<file path="src/hdl/pit_pkg.sv">
// ----------------------------------------------------------------------------
// pit_pkg
// Shared types and constants of the interval timer.
// ----------------------------------------------------------------------------
package pit_pkg;
    localparam logic [1:0] REQ_READ  = 2'd0;
    localparam logic [1:0] REQ_WRITE = 2'd1;
    localparam logic [1:0] REQ_GATE  = 2'd2;
    localparam logic [1:0] REQ_TICK  = 2'd3;
    localparam logic [1:0] CTRL_PORT = 2'd3;
    localparam logic [1:0] FMT_LSB   = 2'd1;
    localparam logic [1:0] FMT_MSB   = 2'd2;
    localparam logic [1:0] FMT_BOTH  = 2'd3;
    localparam logic [2:0] MODE_0    = 3'd0;
    localparam logic [2:0] MODE_1    = 3'd1;
    localparam logic [2:0] MODE_2    = 3'd2;
    localparam logic [5:0] CTRL_RESET = 6'h30;
    localparam logic [7:0] BYTE_NONE  = 8'hff;

    // operation broadcast from the decoder to one or more lanes
    typedef struct packed {
        logic       rd;       // data port read
        logic       wr;       // data port write
        logic       ctl;      // control word for this lane
        logic       latch;    // counter latch command
        logic       rb_cnt;   // read-back count latch
        logic       rb_sts;   // read-back status latch
        logic       gate;     // gate change
        logic       tick;     // clock edge
        logic       gate_lvl;
        logic [7:0] data;
    } lane_op_t;

    function automatic logic [2:0] eff_mode(input logic [5:0] cb);
        logic [2:0] m;
        m = cb[3:1];
        if (m[2] && m[1]) m = {1'b0, m[1:0]};
        return m;
    endfunction
endpackage

</file>
<file path="src/hdl/programmable_interval_timer_unit.sv">
// ----------------------------------------------------------------------------
// programmable_interval_timer_unit
// Three-counter interval timer behind four byte ports, one transfer a cycle unless the result stalls.
// ----------------------------------------------------------------------------
// Each input transfer (port read, port write, gate change or clock tick) is
// decoded into one operation per counter lane; all lanes update in the same
// cycle and a merge stage picks the read byte and packs the output lines
// into the result register. A new item is taken each cycle whenever the
// result register is empty or being drained. Modes 0, 1 and 2 are supported;
// modes 3 to 5 hold the count. Counting is binary only, and the null-count
// status bit always reads 0.
module programmable_interval_timer_unit #(
    parameter int NUM_COUNTERS = 3
) (
    input  logic       aclk,
    input  logic       aresetn,
    input  logic       s_valid,
    output logic       s_ready,
    input  logic [1:0] s_req_type,
    input  logic [1:0] s_port,
    input  logic [7:0] s_wdata,
    input  logic [1:0] s_counter_sel,
    input  logic       s_gate_level,
    input  logic [2:0] s_tick_mask,
    output logic       m_valid,
    input  logic       m_ready,
    output logic [7:0] m_rdata,
    output logic [2:0] m_out_levels
);
    import pit_pkg::*;

    logic                    accept;
    lane_op_t                ops [NUM_COUNTERS];
    logic [7:0]              rbytes [NUM_COUNTERS];
    logic [NUM_COUNTERS-1:0] lvls;
    logic [7:0]              rdata_c;
    logic [2:0]              lv_c;
    logic                    vld_reg, vld_next;
    logic [7:0]              rdata_reg;
    logic [2:0]              lv_reg;

    // output register frees in the same cycle it is drained
    assign s_ready = !vld_reg || m_ready;
    assign accept  = s_valid && s_ready;

    // per-lane decode of the transfer
    always_comb begin
        for (int i = 0; i < NUM_COUNTERS; i++) begin
            ops[i].rd       = (s_req_type == REQ_READ) && (s_port == 2'(i));
            ops[i].wr       = (s_req_type == REQ_WRITE) && (s_port == 2'(i));
            ops[i].ctl      = (s_req_type == REQ_WRITE) && (s_port == CTRL_PORT)
                              && (s_wdata[7:6] == 2'(i)) && (s_wdata[5:4] != 2'd0);
            ops[i].latch    = (s_req_type == REQ_WRITE) && (s_port == CTRL_PORT)
                              && (s_wdata[7:6] == 2'(i)) && (s_wdata[5:4] == 2'd0);
            ops[i].rb_cnt   = (s_req_type == REQ_WRITE) && (s_port == CTRL_PORT)
                              && (s_wdata[7:6] == 2'd3) && s_wdata[i+1] && !s_wdata[5];
            ops[i].rb_sts   = (s_req_type == REQ_WRITE) && (s_port == CTRL_PORT)
                              && (s_wdata[7:6] == 2'd3) && s_wdata[i+1] && !s_wdata[4];
            ops[i].gate     = (s_req_type == REQ_GATE) && (s_counter_sel == 2'(i));
            ops[i].tick     = (s_req_type == REQ_TICK) && s_tick_mask[i];
            ops[i].gate_lvl = s_gate_level;
            ops[i].data     = s_wdata;
        end
    end

    for (genvar g = 0; g < NUM_COUNTERS; g++) begin : g_lane
        pit_lane u_lane (
            .aclk      (aclk),
            .aresetn   (aresetn),
            .op_valid  (accept),
            .op        (ops[g]),
            .rd_byte   (rbytes[g]),
            .out_level (lvls[g])
        );
    end

    // merge: absent counters and the control port read as all ones
    always_comb begin
        rdata_c = 8'h00;
        if (s_req_type == REQ_READ) begin
            rdata_c = BYTE_NONE;
            for (int i = 0; i < NUM_COUNTERS; i++)
                if (s_port == 2'(i)) rdata_c = rbytes[i];
        end
        lv_c = 3'd0;
        for (int i = 0; i < NUM_COUNTERS; i++) lv_c[i] = lvls[i];
    end

    assign vld_next = accept ? 1'b1 : (m_ready ? 1'b0 : vld_reg);

    always_ff @(posedge aclk) begin
        if (!aresetn) vld_reg <= 1'b0;
        else vld_reg <= vld_next;
    end

    always_ff @(posedge aclk) begin
        if (accept) begin
            rdata_reg <= rdata_c;
            lv_reg    <= lv_c;
        end
    end

    assign m_valid      = vld_reg;
    assign m_rdata      = rdata_reg;
    assign m_out_levels = lv_reg;
endmodule

</file>
<file path="src/hdl/pit_lane.sv">
// ----------------------------------------------------------------------------
// pit_lane
// One 16-bit down counter with its access, latch and output logic.
// ----------------------------------------------------------------------------
module pit_lane (
    input  logic              aclk,
    input  logic              aresetn,
    input  logic              op_valid,
    input  pit_pkg::lane_op_t op,
    output logic [7:0]        rd_byte,
    output logic              out_level
);
    import pit_pkg::*;

    logic [15:0] cnt_reg, cnt_next, rld_reg, rld_next, lcnt_reg, lcnt_next;
    logic [5:0]  cb_reg, cb_next;
    logic [7:0]  lo_reg, lo_next, lsts_reg, lsts_next, rd_c;
    logic        wh_reg, wh_next, rh_reg, rh_next, cl_reg, cl_next;
    logic        sl_reg, sl_next, out_reg, out_next, gate_reg, gate_next;
    logic        arm_reg, arm_next, en_reg, en_next;
    logic [2:0]  mode, nmode;
    logic [15:0] dsel, dec, ldv;
    logic        do_load;

    assign mode = eff_mode(cb_reg);
    assign dsel = cl_reg ? lcnt_reg : cnt_reg;
    assign dec  = cnt_reg - 16'd1;

    always_comb begin
        cnt_next = cnt_reg; rld_next = rld_reg; lcnt_next = lcnt_reg;
        cb_next = cb_reg; lo_next = lo_reg; lsts_next = lsts_reg;
        wh_next = wh_reg; rh_next = rh_reg; cl_next = cl_reg; sl_next = sl_reg;
        out_next = out_reg; gate_next = gate_reg; arm_next = arm_reg;
        en_next = en_reg; rd_c = 8'h00; do_load = 1'b0; ldv = rld_reg;
        nmode = eff_mode(op.data[5:0]);
        if (op_valid) begin
            if (op.rd) begin
                if (sl_reg) begin
                    sl_next = 1'b0;
                    rd_c = lsts_reg;
                end else begin
                    case (cb_reg[5:4])
                        FMT_MSB: begin
                            cl_next = 1'b0;
                            rd_c = dsel[15:8];
                        end
                        FMT_BOTH: begin
                            if (!rh_reg) begin
                                rh_next = 1'b1;
                                rd_c = dsel[7:0];
                            end else begin
                                rh_next = 1'b0;
                                cl_next = 1'b0;
                                rd_c = dsel[15:8];
                            end
                        end
                        default: begin
                            cl_next = 1'b0;
                            rd_c = dsel[7:0];
                        end
                    endcase
                end
            end
            if (op.wr) begin
                case (cb_reg[5:4])
                    FMT_MSB: begin
                        do_load = 1'b1;
                        ldv = {op.data, rld_reg[7:0]};
                    end
                    FMT_BOTH: begin
                        if (!wh_reg) begin
                            wh_next = 1'b1;
                            lo_next = op.data;
                            if (mode == MODE_0) en_next = 1'b0;
                        end else begin
                            wh_next = 1'b0;
                            en_next = 1'b1;
                            do_load = 1'b1;
                            ldv = {op.data, lo_reg};
                        end
                    end
                    default: begin
                        do_load = 1'b1;
                        ldv = {rld_reg[15:8], op.data};
                    end
                endcase
                if (do_load) begin
                    rld_next = ldv;
                    arm_next = 1'b1;
                    if (mode == MODE_0) begin
                        cnt_next = ldv;
                        out_next = 1'b0;
                    end
                end
            end
            if (op.rb_sts && !sl_reg) begin
                sl_next = 1'b1;
                lsts_next = {out_reg, 1'b0, cb_reg};
            end
            if ((op.latch || op.rb_cnt) && !cl_reg) begin
                cl_next = 1'b1;
                rh_next = 1'b0;
                lcnt_next = cnt_reg;
            end
            if (op.ctl) begin
                cb_next = op.data[5:0];
                wh_next = 1'b0;
                en_next = 1'b1;
                arm_next = 1'b0;
                if (nmode == MODE_0) out_next = 1'b0;
                else if (nmode == MODE_1 || nmode == MODE_2) out_next = 1'b1;
            end
            if (op.gate && gate_reg != op.gate_lvl) begin
                gate_next = op.gate_lvl;
                if (mode == MODE_1) begin
                    if (op.gate_lvl && arm_reg) begin
                        cnt_next = rld_reg;
                        out_next = 1'b0;
                    end
                end else if (mode == MODE_2) begin
                    if (op.gate_lvl) cnt_next = rld_reg;
                    else out_next = 1'b1;
                end
            end
            if (op.tick) begin
                case (mode)
                    MODE_0: begin
                        if (gate_reg && en_reg) begin
                            if (cnt_reg == 16'd0 && arm_reg) begin
                                out_next = 1'b1;
                                arm_next = 1'b0;
                            end
                            cnt_next = dec;
                        end
                    end
                    MODE_1: begin
                        if (cnt_reg == 16'd0) out_next = 1'b1;
                        cnt_next = dec;
                    end
                    MODE_2: begin
                        if (gate_reg) begin
                            if (arm_reg && cnt_reg[15:1] == 15'd0) begin
                                cnt_next = rld_reg;
                                out_next = 1'b1;
                            end else begin
                                cnt_next = dec;
                                if (arm_reg && dec == 16'd1) out_next = 1'b0;
                            end
                        end
                    end
                    default: ;
                endcase
            end
        end
    end

    always_ff @(posedge aclk) begin
        if (!aresetn) begin
            cnt_reg <= '0; rld_reg <= '0; lcnt_reg <= '0; cb_reg <= CTRL_RESET;
            lo_reg <= '0; lsts_reg <= '0; wh_reg <= 1'b0; rh_reg <= 1'b0;
            cl_reg <= 1'b0; sl_reg <= 1'b0; out_reg <= 1'b0; gate_reg <= 1'b0;
            arm_reg <= 1'b0; en_reg <= 1'b0;
        end else begin
            cnt_reg <= cnt_next; rld_reg <= rld_next; lcnt_reg <= lcnt_next;
            cb_reg <= cb_next; lo_reg <= lo_next; lsts_reg <= lsts_next;
            wh_reg <= wh_next; rh_reg <= rh_next; cl_reg <= cl_next;
            sl_reg <= sl_next; out_reg <= out_next; gate_reg <= gate_next;
            arm_reg <= arm_next; en_reg <= en_next;
        end
    end

    assign rd_byte   = rd_c;
    assign out_level = out_next;
endmodule

</file>
<file path="config.mk">
export PLATFORM = sky130hd
export DESIGN_NAME = programmable_interval_timer_unit
export DESIGN_NICKNAME = d
export VERILOG_FILES = /design/src/hdl/pit_pkg.sv /design/src/hdl/programmable_interval_timer_unit.sv /design/src/hdl/pit_lane.sv
export SDC_FILE = /design/constraint.sdc
export NUM_CORES = 1
export LEC_CHECK = 0
export BUFFER_PORTS_ARGS = -buffer_cell sky130_fd_sc_hd__buf_2
export CORE_MARGIN = 2
export CORE_UTILIZATION = 55
export CTS_BUF_LIST = sky130_fd_sc_hd__clkbuf_8
export CTS_CLUSTER_SIZE = 12
export DETAILED_ROUTE_END_ITERATION = 6
export PLACE_DENSITY = 0.71
export SYNTH_ARGS = -nofsm -noshare
export SYNTH_HDL_FRONTEND = slang
export SYNTH_SLANG_ARGS = --single-unit
</file>
<file path="constraint.sdc">
create_clock -name aclk -period 2.7 [get_ports aclk]
set_input_delay 0.27 -clock aclk [delete_from_list [all_inputs] [get_ports aclk]]
set_output_delay 0.27 -clock aclk [all_outputs]
set_load 0.01 [all_outputs]
</file>
Word level (Yosys, flattened, before mapping) --
Index checks and enable logic that the tools add are counted. W data, S select, Z words.
Storage, ports and cells: logic and storage cells 456, bits of input ports 22, output and inout bits 13, bits in registers 243
Operators by class: muxes and demuxes 225, equal/unequal tests 37, $add $sub $neg 3, bitwise logic cells 3, reductions and logical operators 143
Operator list (number):
- $mux W16 | 42
- $mux W1 | 155
- $pmux W16 S3 | 3
- $mux W8 | 12
- $pmux W16 S2 | 3
- $logic_and A1 B1 Y1 | 61
- $eq A16 B1 Y1 const B | 3
- $logic_not A16 Y1 | 3
- $pmux W8 S2 | 3
- $reduce_and A4 Y1 | 12
- $sub A16 B1 Y16 const B | 3
- $logic_not A15 Y1 | 3
- $reduce_bool A2 Y1 | 17
- $reduce_and A2 Y1 | 15
- $eq A2 B2 Y1 const B | 13
- $reduce_and A3 Y1 | 6
- $eq A3 B1 Y1 const B | 4
- $eq A3 B2 Y1 const B | 4
- $logic_not A3 Y1 | 4
- $mux W3 | 4
- $logic_not A2 Y1 | 5
- $logic_not A1 Y1 | 9
- $ne A3 B1 Y1 const B | 3
- $pmux W1 S3 | 3
- 6 further kinds | 21

Depth between registers and ports, before layout --
word-level depth 19, gate-level depth with buffers 10, mapped depth without buffers 9

Hierarchy --
From an unflattened synthesis, not the netlist that was laid out.
Second synthesis, totals: cell total of the unflattened synthesis 1885, area, all modules 15527.4 sq um
By module, submodules not included:
- pit_lane | instances 3, sequential area each 1541.5 sq um, area an instance 4898.4 sq um, cells an instance 604
- programmable_interval_timer_unit | instances 1, sequential area each 350.3 sq um, area an instance 832.0 sq um, cells an instance 73

Worst setup path before layout --
OpenSTA, ideal clock, no wires.
path kind register to register, start point register g_lane[2].u_lane.cnt_reg[1], end point register lv_reg[2], in the netlist m_out_levels[2] (data pin), setup slack 244 ps, arrival 2197 ps, clock period less this slack 2456 ps, path buffers 1, cell stages (with the launch flop) 11, path through dfxtp_1 > clkbuf_1 > inv_1 > ha_1 > nor3b_1 > nand2_1 > or3_1 > xnor2_1 > nor4_1 > o31a_1 > nor2_1
Between the ends: cells in the longest elaborated chain, start to end 9
RTL lines:
- from (decl) | RTL line pit_lane.sv:15 | logic [15:0] cnt_reg, cnt_next, rld_reg, rld_next, lcnt_reg, lcnt_next;
- from (signal assigned) | RTL line pit_lane.sv:164 | cnt_reg <= cnt_next; rld_reg <= rld_next; lcnt_reg <= lcnt_next;
- $sub A16 B1 Y16 | RTL line pit_lane.sv:27 | assign dec = cnt_reg - 16'd1;
- $eq A16 B1 Y1 | RTL line pit_lane.sv:147 | if (arm_reg && dec == 16'd1) out_next = 1'b0;
- $logic_and A1 B1 Y1 | RTL line pit_lane.sv:147
- $mux W1 | RTL line pit_lane.sv:147
- $mux W1 | RTL line pit_lane.sv:142 | if (arm_reg && cnt_reg[15:1] == 15'd0) begin
- $mux W1 | RTL line pit_lane.sv:141 | if (gate_reg) begin
- $pmux W1 S3 (*) | RTL line pit_lane.sv:126 | case (mode)
- $mux W1 (*) | RTL line pit_lane.sv:125 | if (op.tick) begin
- $mux W1 (*) | RTL line pit_lane.sv:36 | if (op_valid) begin
- net g_lane[2].u_lane.out_level | RTL line pit_lane.sv:11 | output logic out_level
- to (signal assigned) | RTL line programmable_interval_timer_unit.sv:99 | lv_reg <= lv_c;
- to (decl) | RTL line programmable_interval_timer_unit.sv:40 | logic [2:0] lv_reg;
Mark *: on every way through the listed nets, which the timed path passes. The rest lies on a longest branch. A chain may end at the register's enable or synchronous reset.

Final worst setup path --
start point register g_lane[1].u_lane.wh_reg, end point register lv_reg[1], in the netlist m_out_levels[1] (data pin)
Between the ends: cells in the longest elaborated chain, start to end 19
RTL lines:
- from (decl) | RTL line pit_lane.sv:18 | logic wh_reg, wh_next, rh_reg, rh_next, cl_reg, cl_next;
- from (signal assigned) | RTL line pit_lane.sv:166 | wh_reg <= wh_next; rh_reg <= rh_next; cl_reg <= cl_next;
- $mux W1 (*) | RTL line pit_lane.sv:71 | if (!wh_reg) begin
- $mux W1 (*) | RTL line pit_lane.sv:65 | case (cb_reg[5:4])
- $mux W1 (*) | RTL line pit_lane.sv:64 | if (op.wr) begin
- $mux W1 (*) | RTL line pit_lane.sv:36
- $mux W1 (*) | RTL line pit_lane.sv:87 | if (do_load) begin
- $mux W1 (*) | RTL line pit_lane.sv:64
- $mux W1 | RTL line pit_lane.sv:111 | else if (nmode == MODE_1 || nmode == MODE_2) out_next = 1'b1;
- $mux W1 | RTL line pit_lane.sv:110 | if (nmode == MODE_0) out_next = 1'b0;
- [... 4 more ...]
- $mux W1 (*) | RTL line pit_lane.sv:113 | if (op.gate && gate_reg != op.gate_lvl) begin
- $mux W1 | RTL line pit_lane.sv:147
- $mux W1 | RTL line pit_lane.sv:142
- $mux W1 | RTL line pit_lane.sv:141
- $pmux W1 S3 | RTL line pit_lane.sv:126
- $mux W1 (*) | RTL line pit_lane.sv:125
- $mux W1 (*) | RTL line pit_lane.sv:36
- net g_lane[1].u_lane.out_level | RTL line pit_lane.sv:11
Mark *: on every way through the listed nets, which the timed path passes. The rest lies on a longest branch. The select of a mux whose other input is x is not followed.

==> flow_summary.html <==
<table>
<tr><th>Metric</th><th>Value</th></tr>
<tr><th colspan="2">Logic synthesis</th></tr>
<tr><td>Post-synthesis sequential area ratio</td><td>~33%</td></tr>
<tr><td>Main area contributors after synthesis</td><td>dfxtp_1 31%, mux2i_1 10%, nor2_1 5.9%</td></tr>
<tr><td>Cell count after synthesis</td><td>around 1,900</td></tr>
<tr><td>Mean instance size in the synthesized netlist</td><td>between 8 and 9 um2</td></tr>
<tr><td>Total nets after synthesis</td><td>between 1,500 and 2,000</td></tr>
<tr><td>XOR/XNOR Fraction of Synth Area</td><td>about 2.2%</td></tr>
<tr><td>Synth Area in Compound Gates</td><td>approximately a fifth</td></tr>
<tr><td>Number of distinct library cells after synthesis</td><td>a little over 100</td></tr>
<tr><td>Most used flip-flop cell after synthesis</td><td>dfxtp_1</td></tr>
<tr><td>Synthesized cell area</td><td>0.0149 mm2</td></tr>
<tr><td>Combinational family with the most area after synthesis</td><td>simple AND/OR/NAND/NOR gates</td></tr>
<tr><td>Count of flip-flops with a built-in enable after synthesis</td><td>11</td></tr>
<tr><td>Flip-flop and latch count after synthesis</td><td>243</td></tr>
<tr><td>Leading cell types by count after synthesis</td><td>235 x nor2_1, 232 x dfxtp_1, 189 x nand2_1, 173 x a21oi_1, 151 x mux2i_1</td></tr>
<tr><td>Proportion of netlist area held by the largest area contributor</td><td>31.2%</td></tr>
<tr><td>Leading cell type by number of instances after synthesis</td><td>nor2_1</td></tr>
<tr><td>Multiplexer area fraction after synthesis</td><td>13.9%</td></tr>
<tr><td>FFs w/ async S/R, synth</td><td>0%</td></tr>
<tr><td>Cell taking the most area after synthesis</td><td>dfxtp_1</td></tr>
<tr><td>Adder-Cell Fraction of Synth Area</td><td>less than 1%</td></tr>
<tr><td>Area share of and/or/nand/nor cells after synthesis</td><td>a little under a quarter</td></tr>
<tr><td>Synth Warn #</td><td>0</td></tr>
<tr><th colspan="2">Power and ir drop</th></tr>
<tr><td>Tot Pwr</td><td>~8.3 mW</td></tr>
<tr><td>PwrDens</td><td>around 500 mW/mm2</td></tr>
<tr><td>Static power due to leakage</td><td>6.72 nW</td></tr>
<tr><td>Worst vdd rail ir drop</td><td>0.427 mV</td></tr>
<tr><th colspan="2">Global routing</th></tr>
<tr><td>Number of antenna violations at the first check in global routing</td><td>1</td></tr>
<tr><td>GRT Residual Overflow</td><td>0</td></tr>
<tr><td>Aggregate global-route resource usage</td><td>a little over a third</td></tr>
<tr><td>Number of global-route vias before repair</td><td>about 14,000</td></tr>
<tr><td>Pin count of the biggest net entering global routing</td><td>64</td></tr>
<tr><td>First-pass GRT wire length</td><td>between 70 and 80 mm</td></tr>
<tr><th colspan="2">Place</th></tr>
<tr><td>Half-perimeter wire length after detailed placement</td><td>36.1 mm</td></tr>
<tr><td>Routability cong.</td><td>between 0.9 and 1</td></tr>
<tr><td>Cell Count Post-Placement</td><td>roughly 2,200</td></tr>
<tr><td>I/O Buffers</td><td>34</td></tr>
<tr><td>Placed cell area</td><td>approximately 0.016 mm2</td></tr>
<tr><th colspan="2">Finish</th></tr>
<tr><td>Share of post-route cells with drive strength above 1</td><td>about 17%</td></tr>
<tr><td>Core Util, Final</td><td>between 60% and 70%</td></tr>
<tr><td>Total number of nets in the final design</td><td>1,949</td></tr>
<tr><td>Register Area</td><td>around 0.005 mm2</td></tr>
<tr><td>Final instance area</td><td>0.0168 mm2</td></tr>
<tr><td>Multi-input combinational cell area</td><td>a little over 0.009 mm2</td></tr>
<tr><td>Filler instances</td><td>between 2,000 and 2,500</td></tr>
<tr><td>Area overhead of the layout relative to synthesis</td><td>12.8%</td></tr>
<tr><td>Cell Count, Final, Fillers Out</td><td>2,286</td></tr>
<tr><th colspan="2">Worst setup path</th></tr>
<tr><td>CP peak stage delay</td><td>0.67 ns</td></tr>
<tr><td>Series of cell instances along the critical path</td><td>and3b_1, o31ai_1, a21boi_0, nor4_1, o21ai_0, a21oi_1, nor2_1</td></tr>
<tr><td>Data required, critical path</td><td>about 3.0 ns</td></tr>
<tr><td>Kind of end point of the critical path</td><td>register</td></tr>
<tr><td>Crit path launch type</td><td>register</td></tr>
<tr><td>Slowest stage cell, crit path</td><td>dfxtp_1</td></tr>
<tr><td>Arrival time of the worst setup path</td><td>~2.8 ns</td></tr>
<tr><td>Top fanout value on the critical path</td><td>16</td></tr>
<tr><td>Critical setup path kind</td><td>reg -&gt; reg</td></tr>
<tr><th colspan="2">Die</th></tr>
<tr><td>Number of I/O pins</td><td>35</td></tr>
<tr><td>Vertical extent of the die</td><td>between 150 and 200 um</td></tr>
<tr><td>Core Region</td><td>roughly 0.027 mm2</td></tr>
<tr><td>Core Rows</td><td>60</td></tr>
<tr><td>Total die area</td><td>0.0284 mm2</td></tr>
<tr><td>Die Wd</td><td>168 um</td></tr>
<tr><td>Initial Util</td><td>between 50% and 60%</td></tr>
<tr><th colspan="2">Route</th></tr>
<tr><td>Routed Wire Length</td><td>50.4 mm</td></tr>
<tr><td>Number of remaining DRC errors</td><td>0</td></tr>
<tr><td>Vias per cell</td><td>between 6 and 7</td></tr>
<tr><td>Wirelength per Cell</td><td>22.0 um</td></tr>
<tr><td>Initial DRC count</td><td>roughly 1,700</td></tr>
<tr><td>Final ANT Viol Nets</td><td>0</td></tr>
<tr><td>Number of iterations in the first detailed-routing pass</td><td>5</td></tr>
<tr><td>Routed vias</td><td>14,700</td></tr>
<tr><th colspan="2">Timing</th></tr>
<tr><td>Crit path time final</td><td>between 2 and 2.5 ns</td></tr>
<tr><td>Fraction of the cycle the final worst path needs</td><td>between 90% and 100%</td></tr>
<tr><td>Max-slew headroom</td><td>38.9%</td></tr>
<tr><td>Post-Route Setup TNS</td><td>0 ns</td></tr>
<tr><td>Setup Skew</td><td>just under 0.02 ns</td></tr>
<tr><td>Max-slew violation total from the final report</td><td>0</td></tr>
<tr><td>Worst Max-Slew Pin Slew</td><td>slightly above 0.9 ns</td></tr>
<tr><td>Max Clock Freq</td><td>slightly above 0.4 GHz</td></tr>
<tr><td>RSZ-0062 raised after global routing</td><td>no</td></tr>
<tr><td>Setup Viol. Count Final</td><td>0</td></tr>
<tr><td>Final hold vios</td><td>0</td></tr>
<tr><th colspan="2">Clock network</th></tr>
<tr><td>Maximum buffer depth of the clock tree</td><td>3</td></tr>
<tr><td>CTS clk-pin slew, worst paths</td><td>around 0.06 ns</td></tr>
<tr><td>CTS buffer count</td><td>43</td></tr>
<tr><td>Insertion delay of the later-clocked pin in the worst-skew pair</td><td>around 0.55 ns</td></tr>
<tr><td>Htree depth</td><td>2</td></tr>
<tr><td>CTS root buffer</td><td>clkbuf_8</td></tr>
<tr><td>TritonCTS Sinks</td><td>between 200 and 250</td></tr>
<tr><td>TritonCTS clock tree</td><td>built</td></tr>
<tr><th colspan="2">Flow run</th></tr>
<tr><td>Maximum capacitance violations</td><td>0</td></tr>
<tr><th colspan="2">Run status</th></tr>
<tr><td>Run status</td><td>completed</td></tr>
<tr><th colspan="2">Min path</th></tr>
<tr><td>Worst min path class</td><td>in -&gt; reg</td></tr>
</table>
==> worst paths after layout <==
path	cells past startpoint	endpoint	slack [ns]	startpoint
max	7	m_out_levels[1]	0.23	g_lane[1].u_lane.wh_reg
min	3	g_lane[0].u_lane.cb_reg[3]	0.04	s_wdata[3]
max reg2reg	7	m_out_levels[1]	0.23	g_lane[1].u_lane.wh_reg
min reg2reg	2	g_lane[0].u_lane.lsts_reg[7]	0.45	g_lane[0].u_lane.lsts_reg[7]
==> worst max-delay path, delay by kind of cell, from the launching register on <==
kind,cells,cell delay (ns)
AO/OA/AOI/OAI,4,0.88
flip-flops,1,0.67
AND/OR/NAND/NOR,3,0.69
==> placed cells by master (no fill, tap or decap), types with 16 or more instances in the layout <==
cell / n
buf_4: 149
nand3_1: 54
inv_1: 36
mux2i_1: 151
xnor2_1: 22
a21oi_1: 173
mux4_2: 24
o22ai_1: 21
nand2_1: 189
o21ai_0: 110
nor3_1: 46
xor2_1: 16
a31oi_1: 23
clkbuf_8: 54
o211ai_1: 20
dfxtp_1: 231
buf_2: 34
nand2b_1: 21
or3_1: 21
nor2_1: 234
==> power by group <==
group | switching [mW] | total (mW) | internal [mW]
combinational | 0.755 | 1.20 | 0.449
sequential | 0.0791 | 3.76 | 3.68
clock | 1.55 | 3.33 | 1.78
==> routing by layer <==
layer  part of all wire [%]  track usage (%)  vias to the layer above
li1                       -                -                     6859
met1                     44             49.5                     6980
met2                     42             51.5                      756
met3                     10             7.90                      112
met4                    3.6             13.3                        0
met5                      0                0                        -
==> timing repair <==
action | in CTS | in global routing
hold endpoints to repair | 1 | 0
gates resized for setup | 0 | 4
setup endpoints to repair | 0 | 3
hold buffers | 1 | 0
buffers inserted | 0 | 0
==> area by class of cell <==
type | instances | share of cell area, %
flip-flops and latches | 243 | 29.6
well taps | 341 | 2.54
clock inverters | 17 | 0.440
diodes | 1 | 0.0149
multi-input cells | 1414 | 54.1
clock buffers | 54 | 4.43
inverters | 29 | 0.686
repair buffers | 187 | 8.10
==> through the flow <==
stage	setup slack [ns]	hold slack [ns]
CTS	0.201	0.0212
global route	0.00865	0.0465
finish	0.226	0.0395
detailed placement	0.237	0.444
global placement	0.242	0.438
floorplan	0.244	0.399
==> cells by family (layout without fill, tap and decap cells) <==
logic type,count (synthesis),in the layout
mux,176,176
compound gates,502,502
fa+ha+maj,9,9
other cells,0,1
simple gates,689,689
flops,243,243
buf+inv,196,287
xor+xnor,38,38
No activity file was read; power rests on OpenSTA's default activity.
